==> src/sv/pcs_pkg.sv <==
`timescale 1ns / 1ps
// pcs_pkg: shared widths, register indexes, micro-op codes and the control store
// of the PID controller step sequencer. No dependencies.
package pcs_pkg;

    localparam int DataW     = 32;
    localparam int LimW      = 31;
    localparam int InTdataW  = 64;
    localparam int OutTdataW = 32;
    localparam int CfgIdxW   = 3;
    localparam int DivCntW   = 6;
    localparam int StepW     = 4;

    localparam logic [DivCntW-1:0] DivLast = 6'd63;
    localparam logic [48:0] DerivCap = 49'h1_0000_0000_0000;

    localparam logic [CfgIdxW-1:0] RegGainProp  = 3'd0;
    localparam logic [CfgIdxW-1:0] RegGainInteg = 3'd1;
    localparam logic [CfgIdxW-1:0] RegGainDeriv = 3'd2;
    localparam logic [CfgIdxW-1:0] RegIntegLim  = 3'd3;
    localparam logic [CfgIdxW-1:0] RegDriveLim  = 3'd4;

    typedef logic [StepW-1:0] step_t;

    localparam step_t StIdle    = 4'd0;
    localparam step_t StDtChk   = 4'd1;
    localparam step_t StMulP    = 4'd2;
    localparam step_t StTakeP   = 4'd3;
    localparam step_t StAcc     = 4'd4;
    localparam step_t StMulI    = 4'd5;
    localparam step_t StTakeI   = 4'd6;
    localparam step_t StDivInit = 4'd7;
    localparam step_t StDivLoop = 4'd8;
    localparam step_t StSum     = 4'd9;
    localparam step_t StEmit    = 4'd10;
    localparam step_t StRet     = 4'd11;
    localparam step_t StZero    = 4'd12;

    typedef enum logic [2:0] {
        MUL_NONE,
        MUL_P,
        MUL_EDT,
        MUL_I,
        MUL_D
    } mul_sel_t;

    typedef enum logic [3:0] {
        ALU_NOP,
        ALU_LOAD,
        ALU_TAKE_P,
        ALU_ACC,
        ALU_TAKE_I,
        ALU_DIV_INIT,
        ALU_DIV_STEP,
        ALU_SUM,
        ALU_EMIT,
        ALU_ZERO
    } alu_op_t;

    typedef enum logic [2:0] {
        COND_NEXT,
        COND_ALWAYS,
        COND_NO_IN,
        COND_DT_ZERO,
        COND_FIRST,
        COND_DIV_BUSY,
        COND_OUT_BUSY
    } cond_t;

    typedef struct packed {
        mul_sel_t mul;
        alu_op_t  alu;
        cond_t    cond;
        step_t    target;
    } ucode_t;

    typedef struct packed {
        logic in_fire;
        logic dt_zero;
        logic first;
        logic div_busy;
        logic out_busy;
    } status_t;

    function automatic ucode_t ucode_rom(input step_t pc);
        ucode_t w;
        unique case (pc)
            StIdle:    w = '{MUL_NONE, ALU_LOAD,     COND_NO_IN,    StIdle};
            StDtChk:   w = '{MUL_NONE, ALU_NOP,      COND_DT_ZERO,  StZero};
            StMulP:    w = '{MUL_P,    ALU_NOP,      COND_NEXT,     StIdle};
            StTakeP:   w = '{MUL_EDT,  ALU_TAKE_P,   COND_NEXT,     StIdle};
            StAcc:     w = '{MUL_NONE, ALU_ACC,      COND_NEXT,     StIdle};
            StMulI:    w = '{MUL_I,    ALU_NOP,      COND_NEXT,     StIdle};
            StTakeI:   w = '{MUL_D,    ALU_TAKE_I,   COND_NEXT,     StIdle};
            StDivInit: w = '{MUL_NONE, ALU_DIV_INIT, COND_FIRST,    StSum};
            StDivLoop: w = '{MUL_NONE, ALU_DIV_STEP, COND_DIV_BUSY, StDivLoop};
            StSum:     w = '{MUL_NONE, ALU_SUM,      COND_NEXT,     StIdle};
            StEmit:    w = '{MUL_NONE, ALU_EMIT,     COND_OUT_BUSY, StEmit};
            StRet:     w = '{MUL_NONE, ALU_NOP,      COND_ALWAYS,   StIdle};
            StZero:    w = '{MUL_NONE, ALU_ZERO,     COND_ALWAYS,   StEmit};
            default:   w = '{MUL_NONE, ALU_NOP,      COND_ALWAYS,   StIdle};
        endcase
        return w;
    endfunction

endpackage

==> src/sv/pid_controller_step.sv <==
`timescale 1ns / 1ps
// pid_controller_step: top level, sequencer plus datapath.
// Depends on pcs_pkg, pcs_seq, pcs_dp.
//
// Usage:
//   Input stream s_*: one transfer per control sample. s_tready is high only
//   while the sequencer sits at its idle step.
//   Output stream m_*: one result per input, held in an output register until
//   taken; a stalled receiver holds the result and the sequencer waits at its
//   emit step only if the next result is ready before the previous one left.
//   Configuration: cfg_we/cfg_index/cfg_data, one register per write, only
//   while the block is idle.
// Timing: m_tvalid follows an input transfer soonest for a zero time step,
//   later for the first sample after reset or restart, latest otherwise, when
//   the derivative term passes through the one-bit-per-cycle restoring divider
//   that the control store loops over for its 64-bit quotient. A new input is
//   taken only once the sequencer is back at its idle step after the emit step.
// Reset: gains cleared, limits at maximum, integral and previous error zero,
//   first-sample flag set; the sequencer rests at its idle step, so s_tready
//   is high during reset and stays high until the first transfer.
module pid_controller_step (
    input  logic                           clk,
    input  logic                           rst_n,
    input  logic                           cfg_we,
    input  logic [pcs_pkg::CfgIdxW-1:0]    cfg_index,
    input  logic [pcs_pkg::DataW-1:0]      cfg_data,
    input  logic                           s_tvalid,
    output logic                           s_tready,
    input  logic [pcs_pkg::InTdataW-1:0]   s_tdata,   // [31:0] error_sample, [63:32] time_step
    input  logic                           s_tuser,   // [0] restart
    output logic                           m_tvalid,
    input  logic                           m_tready,
    output logic [pcs_pkg::OutTdataW-1:0]  m_tdata,   // [31:0] drive
    output logic                           m_tuser    // [0] drive_clamped
);
    import pcs_pkg::*;

    ucode_t  uw;
    status_t st;
    logic    idle;

    assign s_tready = idle;

    pcs_seq u_seq (
        .clk   (clk),
        .rst_n (rst_n),
        .st    (st),
        .uw    (uw),
        .idle  (idle)
    );

    pcs_dp u_dp (
        .clk       (clk),
        .rst_n     (rst_n),
        .cfg_we    (cfg_we),
        .cfg_index (cfg_index),
        .cfg_data  (cfg_data),
        .s_tvalid  (s_tvalid),
        .s_tready  (s_tready),
        .s_tdata   (s_tdata),
        .s_tuser   (s_tuser),
        .m_tready  (m_tready),
        .m_tvalid  (m_tvalid),
        .m_tdata   (m_tdata),
        .m_tuser   (m_tuser),
        .uw        (uw),
        .st        (st)
    );

endmodule

==> src/sv/pcs_seq.sv <==
`timescale 1ns / 1ps
// pcs_seq: step counter and control store lookup with conditional jumps.
// Depends on pcs_pkg.
module pcs_seq (
    input  logic             clk,
    input  logic             rst_n,
    input  pcs_pkg::status_t st,
    output pcs_pkg::ucode_t  uw,
    output logic             idle
);
    import pcs_pkg::*;

    step_t pc_reg;
    step_t pc_next;
    logic  jump;

    assign uw   = ucode_rom(pc_reg);
    assign idle = (pc_reg == StIdle);

    always_comb
    begin
        unique case (uw.cond)
            COND_NEXT:     jump = 1'b0;
            COND_ALWAYS:   jump = 1'b1;
            COND_NO_IN:    jump = !st.in_fire;
            COND_DT_ZERO:  jump = st.dt_zero;
            COND_FIRST:    jump = st.first;
            COND_DIV_BUSY: jump = st.div_busy;
            COND_OUT_BUSY: jump = st.out_busy;
            default:       jump = 1'b0;
        endcase
        pc_next = jump ? uw.target : pc_reg + step_t'(1);
    end

    always_ff @(posedge clk or negedge rst_n)
    begin
        if (!rst_n)
        begin
            pc_reg <= StIdle;
        end
        else
        begin
            pc_reg <= pc_next;
        end
    end

endmodule

==> src/sv/pcs_dp.sv <==
`timescale 1ns / 1ps
// pcs_dp: datapath - config registers, controller state, shared multiplier,
// restoring divider, clamps and the output register. Depends on pcs_pkg.
module pcs_dp (
    input  logic                              clk,
    input  logic                              rst_n,
    input  logic                              cfg_we,
    input  logic [pcs_pkg::CfgIdxW-1:0]       cfg_index,
    input  logic [pcs_pkg::DataW-1:0]         cfg_data,
    input  logic                              s_tvalid,
    input  logic                              s_tready,
    input  logic [pcs_pkg::InTdataW-1:0]      s_tdata,
    input  logic                              s_tuser,
    input  logic                              m_tready,
    output logic                              m_tvalid,
    output logic [pcs_pkg::OutTdataW-1:0]     m_tdata,
    output logic                              m_tuser,
    input  pcs_pkg::ucode_t                   uw,
    output pcs_pkg::status_t                  st
);
    import pcs_pkg::*;

    logic [DataW-1:0] gain_prop_reg;
    logic [DataW-1:0] gain_integ_reg;
    logic [DataW-1:0] gain_deriv_reg;
    logic [LimW-1:0]  integ_limit_reg;
    logic [LimW-1:0]  drive_limit_reg;

    logic [DataW-1:0] integ_acc_reg;
    logic [DataW-1:0] integ_acc_next;
    logic [DataW-1:0] last_error_reg;
    logic             first_pending_reg;
    logic             m_tvalid_reg;
    logic             m_tvalid_next;
    logic [DivCntW-1:0] div_cnt_reg;

    logic [DataW-1:0] err_reg;
    logic [DataW-1:0] dt_reg;
    logic [63:0]      prod_reg;
    logic [47:0]      p_reg;
    logic signed [49:0] sum_reg;
    logic signed [49:0] sum_next;
    logic [DataW-1:0] rem_reg;
    logic [DataW-1:0] rem_next;
    logic [63:0]      quo_reg;
    logic [63:0]      quo_next;
    logic             neg_reg;
    logic [DataW-1:0] res_drive_reg;
    logic [DataW-1:0] res_drive_next;
    logic             res_clamped_reg;
    logic             res_clamped_next;
    logic [DataW-1:0] out_drive_reg;
    logic             out_clamped_reg;

    logic               in_fire;
    logic               out_free;
    logic signed [32:0] mul_a;
    logic signed [32:0] mul_b;
    logic signed [65:0] mul_full;
    logic signed [32:0] diff;
    logic signed [48:0] acc_sum;
    logic signed [48:0] acc_lim;
    logic signed [48:0] acc_clamp;
    logic [63:0]        div_mag;
    logic [32:0]        rem_sh;
    logic               div_ge;
    logic [48:0]        q_cap;
    logic signed [49:0] d_mag;
    logic signed [49:0] d_val;
    logic signed [49:0] total;
    logic signed [49:0] drv_lim;
    logic signed [49:0] drv_clamp;

    assign in_fire  = s_tvalid && s_tready;
    assign out_free = !m_tvalid_reg || m_tready;

    assign st.in_fire  = in_fire;
    assign st.dt_zero  = (dt_reg == '0);
    assign st.first    = first_pending_reg;
    assign st.div_busy = (div_cnt_reg != DivLast);
    assign st.out_busy = !out_free;

    assign m_tvalid = m_tvalid_reg;
    assign m_tdata  = out_drive_reg;
    assign m_tuser  = out_clamped_reg;

    assign diff = $signed({err_reg[31], err_reg}) - $signed({last_error_reg[31], last_error_reg});

    // shared multiplier operand select
    always_comb
    begin
        unique case (uw.mul)
            MUL_P:
            begin
                mul_a = $signed({gain_prop_reg[31], gain_prop_reg});
                mul_b = $signed({err_reg[31], err_reg});
            end
            MUL_EDT:
            begin
                mul_a = $signed({err_reg[31], err_reg});
                mul_b = $signed({1'b0, dt_reg});
            end
            MUL_I:
            begin
                mul_a = $signed({gain_integ_reg[31], gain_integ_reg});
                mul_b = $signed({integ_acc_reg[31], integ_acc_reg});
            end
            MUL_D:
            begin
                mul_a = $signed({gain_deriv_reg[31], gain_deriv_reg});
                mul_b = diff;
            end
            MUL_NONE:
            begin
                mul_a = '0;
                mul_b = '0;
            end
            default:
            begin
                mul_a = '0;
                mul_b = '0;
            end
        endcase
        mul_full = mul_a * mul_b;
    end

    // integral accumulate and clamp
    always_comb
    begin
        acc_sum = $signed({{17{integ_acc_reg[31]}}, integ_acc_reg})
                + $signed({prod_reg[63], prod_reg[63:16]});
        acc_lim = $signed({18'd0, integ_limit_reg});
        if (acc_sum > acc_lim)
            acc_clamp = acc_lim;
        else if (acc_sum < -acc_lim)
            acc_clamp = -acc_lim;
        else
            acc_clamp = acc_sum;
        integ_acc_next = acc_clamp[31:0];
    end

    assign sum_next = $signed({{2{p_reg[47]}}, p_reg})
                    + $signed({{2{prod_reg[63]}}, prod_reg[63:16]});

    // one restoring divide step per cycle
    always_comb
    begin
        div_mag  = prod_reg[63] ? (64'd0 - prod_reg) : prod_reg;
        rem_sh   = {rem_reg, quo_reg[63]};
        div_ge   = (rem_sh >= {1'b0, dt_reg});
        rem_next = div_ge ? 32'(rem_sh - {1'b0, dt_reg}) : rem_sh[31:0];
        quo_next = {quo_reg[62:0], div_ge};
    end

    // derivative cap, final sum and drive clamp
    always_comb
    begin
        q_cap = (quo_reg > 64'(DerivCap)) ? DerivCap : quo_reg[48:0];
        d_mag = $signed({1'b0, q_cap});
        if (first_pending_reg)
            d_val = '0;
        else if (neg_reg)
            d_val = -d_mag;
        else
            d_val = d_mag;
        total   = sum_reg + d_val;
        drv_lim = $signed({19'd0, drive_limit_reg});
        res_clamped_next = 1'b1;
        if (total > drv_lim)
            drv_clamp = drv_lim;
        else if (total < -drv_lim)
            drv_clamp = -drv_lim;
        else
        begin
            drv_clamp        = total;
            res_clamped_next = 1'b0;
        end
        res_drive_next = drv_clamp[31:0];
    end

    always_comb
    begin
        if (uw.alu == ALU_EMIT && out_free)
            m_tvalid_next = 1'b1;
        else if (m_tready)
            m_tvalid_next = 1'b0;
        else
            m_tvalid_next = m_tvalid_reg;
    end

    always_ff @(posedge clk or negedge rst_n)
    begin
        if (!rst_n)
        begin
            gain_prop_reg     <= '0;
            gain_integ_reg    <= '0;
            gain_deriv_reg    <= '0;
            integ_limit_reg   <= '1;
            drive_limit_reg   <= '1;
            integ_acc_reg     <= '0;
            last_error_reg    <= '0;
            first_pending_reg <= 1'b1;
            m_tvalid_reg      <= 1'b0;
            div_cnt_reg       <= '0;
        end
        else
        begin
            m_tvalid_reg <= m_tvalid_next;
            if (cfg_we)
            begin
                unique case (cfg_index)
                    RegGainProp:  gain_prop_reg   <= cfg_data;
                    RegGainInteg: gain_integ_reg  <= cfg_data;
                    RegGainDeriv: gain_deriv_reg  <= cfg_data;
                    RegIntegLim:  integ_limit_reg <= cfg_data[LimW-1:0];
                    RegDriveLim:  drive_limit_reg <= cfg_data[LimW-1:0];
                    default:      ;
                endcase
            end
            if (uw.alu == ALU_LOAD && in_fire && s_tuser)
            begin
                integ_acc_reg     <= '0;
                last_error_reg    <= '0;
                first_pending_reg <= 1'b1;
            end
            if (uw.alu == ALU_ACC)
                integ_acc_reg <= integ_acc_next;
            if (uw.alu == ALU_SUM)
            begin
                last_error_reg    <= err_reg;
                first_pending_reg <= 1'b0;
            end
            if (uw.alu == ALU_DIV_INIT)
                div_cnt_reg <= '0;
            else if (uw.alu == ALU_DIV_STEP)
                div_cnt_reg <= div_cnt_reg + DivCntW'(1);
        end
    end

    always_ff @(posedge clk)
    begin
        if (uw.mul != MUL_NONE)
            prod_reg <= mul_full[63:0];
        unique case (uw.alu)
            ALU_LOAD:
            begin
                if (in_fire)
                begin
                    err_reg <= s_tdata[31:0];
                    dt_reg  <= s_tdata[63:32];
                end
            end
            ALU_TAKE_P:   p_reg   <= prod_reg[63:16];
            ALU_TAKE_I:   sum_reg <= sum_next;
            ALU_DIV_INIT:
            begin
                neg_reg <= prod_reg[63];
                quo_reg <= div_mag;
                rem_reg <= '0;
            end
            ALU_DIV_STEP:
            begin
                quo_reg <= quo_next;
                rem_reg <= rem_next;
            end
            ALU_SUM:
            begin
                res_drive_reg   <= res_drive_next;
                res_clamped_reg <= res_clamped_next;
            end
            ALU_ZERO:
            begin
                res_drive_reg   <= '0;
                res_clamped_reg <= 1'b0;
            end
            ALU_EMIT:
            begin
                if (out_free)
                begin
                    out_drive_reg   <= res_drive_reg;
                    out_clamped_reg <= res_clamped_reg;
                end
            end
            ALU_NOP, ALU_ACC: ;
            default: ;
        endcase
    end

endmodule

==> config.mk <==
export PLATFORM = sky130hd
export DESIGN_NAME = pid_controller_step
export DESIGN_NICKNAME = d
export VERILOG_FILES = /design/src/sv/pcs_pkg.sv /design/src/sv/pid_controller_step.sv /design/src/sv/pcs_seq.sv /design/src/sv/pcs_dp.sv
export SDC_FILE = /design/constraint.sdc
export NUM_CORES = 2
export LEC_CHECK = 0
export BUFFER_PORTS_ARGS = -buffer_cell sky130_fd_sc_hd__clkbuf_2
export CAP_MARGIN = 20
export CORE_MARGIN = 2
export CORE_UTILIZATION = 30
export DETAILED_ROUTE_END_ITERATION = 10
export SETUP_SLACK_MARGIN = 0.02
export SLEW_MARGIN = 15
export SYNTH_ARGS = -nofsm -noshare
export SYNTH_HDL_FRONTEND = slang
export SYNTH_SLANG_ARGS = --single-unit
==> constraint.sdc <==
create_clock -name clk -period 22.7 [get_ports clk]
set_input_delay 4.54 -clock clk [delete_from_list [all_inputs] [get_ports clk]]
set_output_delay 4.54 -clock clk [all_outputs]
set_load 0.05 [all_outputs]
==> impl_results.md <==
- Most used cell, CP: fa_1
- Post-synth cell types: 88
- Critical Path Source Type: flip-flop
- Htree depth: 3
- Hold path cells: 0
- Crit path required time: 23.14 ns
- Clk_skew: ~0.048 ns
- Syn Inst Count: between 8000 and 9000
- Router iterations before antenna repair: 7
- Routed via count: ~65000
- Worst-path fanout max: 30
- Nets@finish: around 10000
- Fmax: about 80 MHz
- Clock power frac: 9.8%
- Peak VDD IR: 0.103 mV
- Post-Syn Area: approximately 0.080 sq mm
- Slew @ Worst Pin: 1.27 ns
- Setup Buffers After CTS: 0
- TritonCTS Sinks: roughly 620
- Combinational power share: slightly above 70%
- Initial antenna violation count: 24
- Filler instances: about 27000
- Status: complete, no violations
- Tcrit/Tclk final: around 54%
- Seq pwr share: roughly a fifth
- Area grow syn2layout: 9.19%
- Synth async-reset ratio: 37.6%
- Num ports: 140
- Post-cts sizing count: 0
- RSZ-0062 raised after global routing: false
- Starting density of the core: 30.1%
- Port-buffer cells: ~140
- Vias in the first global route: around 66000
- Die Wd: ~520 microns
- Slowest CP cell: nand2_2
- Power per Cell Area: 147 mW/mm^2
- Share of cells above drive strength 1: 8.03%
- Xor and xnor area share after synthesis: 4.33%
- Critical setup path kind: reg -> reg
- Clock Latency Late Sink: roughly 0.7 ns
- Number of setup violations in the final report: 0
- Worst r2r dst: u_dp.prod_reg[62]
- Synth Area in Adders: 36.8%
- DP Wirelength: roughly 230000 microns
- Hold Crit Start: u_dp.res_drive_reg[14]
- Avg Inst Size Synth: approximately 9.2 sq um
- Clock Tree Buf Depth: 3
- Largest family of logic cells by synthesized area: adder cells
- Int Pwr: around 5.8 mW
- Final hold slack: 0.419 ns
- Die Y: between 500 and 600 microns
- Drt drc: 0
- Die Footprint: approximately 0.27 sq mm
- Register bit total from synthesis: 622
- Final GP Congestion: roughly 0.96
- Total CTS buffers: a little over 70
- Seq/Total Area, Yosys: 21.9%
- Final ANT Viol Nets: 0
- Final hold vios: 0
- Post-synthesis compound-gate area fraction: 11.8%
- Crit Reg-Reg Startpoint: u_dp.err_reg[0]
- Switching Fraction: 55.1%
- Hold EP: u_dp.m_tdata[14]
- Worst-case reg-to-reg path depth: 45
- Max incr delay on CP: ~0.83 ns
- Net switching power: roughly 7.1 mW
- Final total power: about 13 mW
- Synthesis warning total: 0
- Simple-Gate Fraction of Synth Area: ~15%
- CTS tree: built
- First-pass GRT wire length: between 400000 and 500000 microns
- Pin count of the biggest net entering global routing: 102
- Worst-path clk slew: approximately 0.070 ns
- Main flop type after synthesis: edfxtp_1
- Syn nets: ~11000
- Core area: approximately 0.27 sq mm
- GRT overflow: 0
- FP Rows: between 150 and 200
- Crit path time final: about 12 ns
- Mux share of post-synthesis cell area: between 2 and 3%
- EDFF count, synth: between 300 and 400
- Post-Route WL: around 290000 microns
- Drt first-iter violations: approximately 6400
- Clock root buffer: clkbuf_16
- Routed WL per cell: roughly 23 microns
- Max transition margin: ~15%
- GRT Overall Usage: a little over a fifth
- FF-to-FF setup slack: roughly 10 ns
- Slew Limit Fails: 0
- Leakage power: roughly 40 nW
- Hold Crit Class: reg -> reg
- Setup TNS: 0 ns
- Post-CTS Hold Fix Bufs: 0
- Critical path arrival: roughly 13 ns
- Crit end category: flip-flop
- Vias per Instance: approximately 5.3
- MaxCap Viol Count: 0
[power groups by stage]
stage,Sequential (mW),Combinational (mW),Clock (mW)
after floorplan,2.13,6.17,0
after global placement,2.39,8.96,0
after detailed placement,2.40,9.10,0
after CTS,2.39,9.14,1.29
after global routing,2.42,10.2,1.33
final,2.40,9.25,1.26
[logic make-up after synthesis]
group / after synthesis
compound gates: 1476
xor+xnor: 396
mux: 191
simple gates: 2632
fa+ha+maj: 1700
flops: 622
buf+inv: 1694
[worst max-delay path: cells and delay by family (launching register included)]
kind            cells  cell delay (ns)
xor+xnor            2             0.26
buf+inv             9             0.78
compound gates     12             3.19
fa+ha+maj          11             4.86
flops               1             0.40
simple gates       11             2.50
[worst max-delay path by stage]
stage | start | to | slack, ns | cells after the start
6_report | u_dp.err_reg[0] | u_dp.prod_reg[62] | 10.41 | 45
5_1_grt | u_dp.err_reg[2] | u_dp.prod_reg[62] | 9.94 | 44
4_1_cts | u_dp.err_reg[0] | u_dp.prod_reg[62] | 10.63 | 45
3_5_place_dp | u_dp.err_reg[0] | u_dp.prod_reg[62] | 10.67 | 45
3_3_place_gp | u_seq.pc_reg[1] | u_dp.prod_reg[43] | 10.02 | 31
2_1_floorplan | u_dp.err_reg[0] | u_dp.prod_reg[62] | 11.96 | 46
[per-layer routing]
| layer | vias to the layer above | track usage [%] | share of wire (%) |
|---|---|---|---|
| li1 | 28531 | - | - |
| met1 | 32891 | 27.6 | 42 |
| met2 | 2719 | 33.7 | 46 |
| met3 | 463 | 4.14 | 8.5 |
| met4 | 0 | 7.89 | 4.1 |
| met5 | - | 0 | 0 |
[synth_stat cells (31+ instances only)]
cell type | n | area, sq um
xor2_1 | 154 | 1350
o21bai_1 | 45 | 338
a21oi_1 | 378 | 1890
nand2_1 | 1356 | 5090
and4_1 | 32 | 280
mux2i_1 | 32 | 320
o211ai_1 | 34 | 255
nand4_1 | 92 | 576
clkbuf_1 | 361 | 1360
a21o_1 | 143 | 1070
nor2b_1 | 63 | 394
edfxtp_1 | 388 | 11700
xnor2_1 | 240 | 2100
nor4_1 | 46 | 288
fa_1 | 1110 | 22200
inv_1 | 1308 | 4910
nand3_1 | 91 | 455
a211oi_1 | 50 | 375
mux2_2 | 158 | 1780
dfstp_2 | 63 | 1660
o21a_1 | 56 | 420
a31oi_1 | 38 | 238
nor2_1 | 519 | 1950
or3_1 | 38 | 238
nor3_1 | 94 | 470
o31ai_1 | 98 | 736
and3_1 | 31 | 194
dfrtp_1 | 171 | 4280
and2_1 | 120 | 751
o21ai_0 | 372 | 1860
nand2b_1 | 58 | 363
ha_1 | 590 | 7380
[placed cells by master (no fill, tap or decap), types with 114 or more instances in the layout]
master	n
nand2_1	1350
inv_1	1308
fa_1	1109
ha_1	590
nor2_1	512
edfxtp_1	388
a21oi_1	372
o21ai_0	372
xnor2_1	240
dfrtp_1	171
mux2_2	158
xor2_1	154
a21o_1	143
clkbuf_2	138
and2_1	118
buf_4	114
[per-stage QoR]
stage	cells	worst slack, ns	utilization, %	area (sq um)
3_3_place_gp	12131	10.02	31.9	85200
3_5_place_dp	12138	10.67	31.9	85300
6_report	12275	10.41	32.8	87800
5_1_grt	12273	9.94	32.8	87800
2_1_floorplan	8711	11.96	-	80500
4_1_cts	12271	10.63	32.8	87800
[area by class of cell]
cell class              instances  area (sq um)  share of cell area [%]
multi-input cells            6395         56700                    64.6
flip-flops and latches        622         17600                    20.0
clock buffers                  99          2020                    2.30
well taps                    3552          4440                    5.06
clock inverters                34           513                   0.584
inverters                    1310          4920                    5.60
diodes                          3          7.51                 0.00855
repair buffers                260          1620                    1.85
Power figures use the tool's default switching activity.
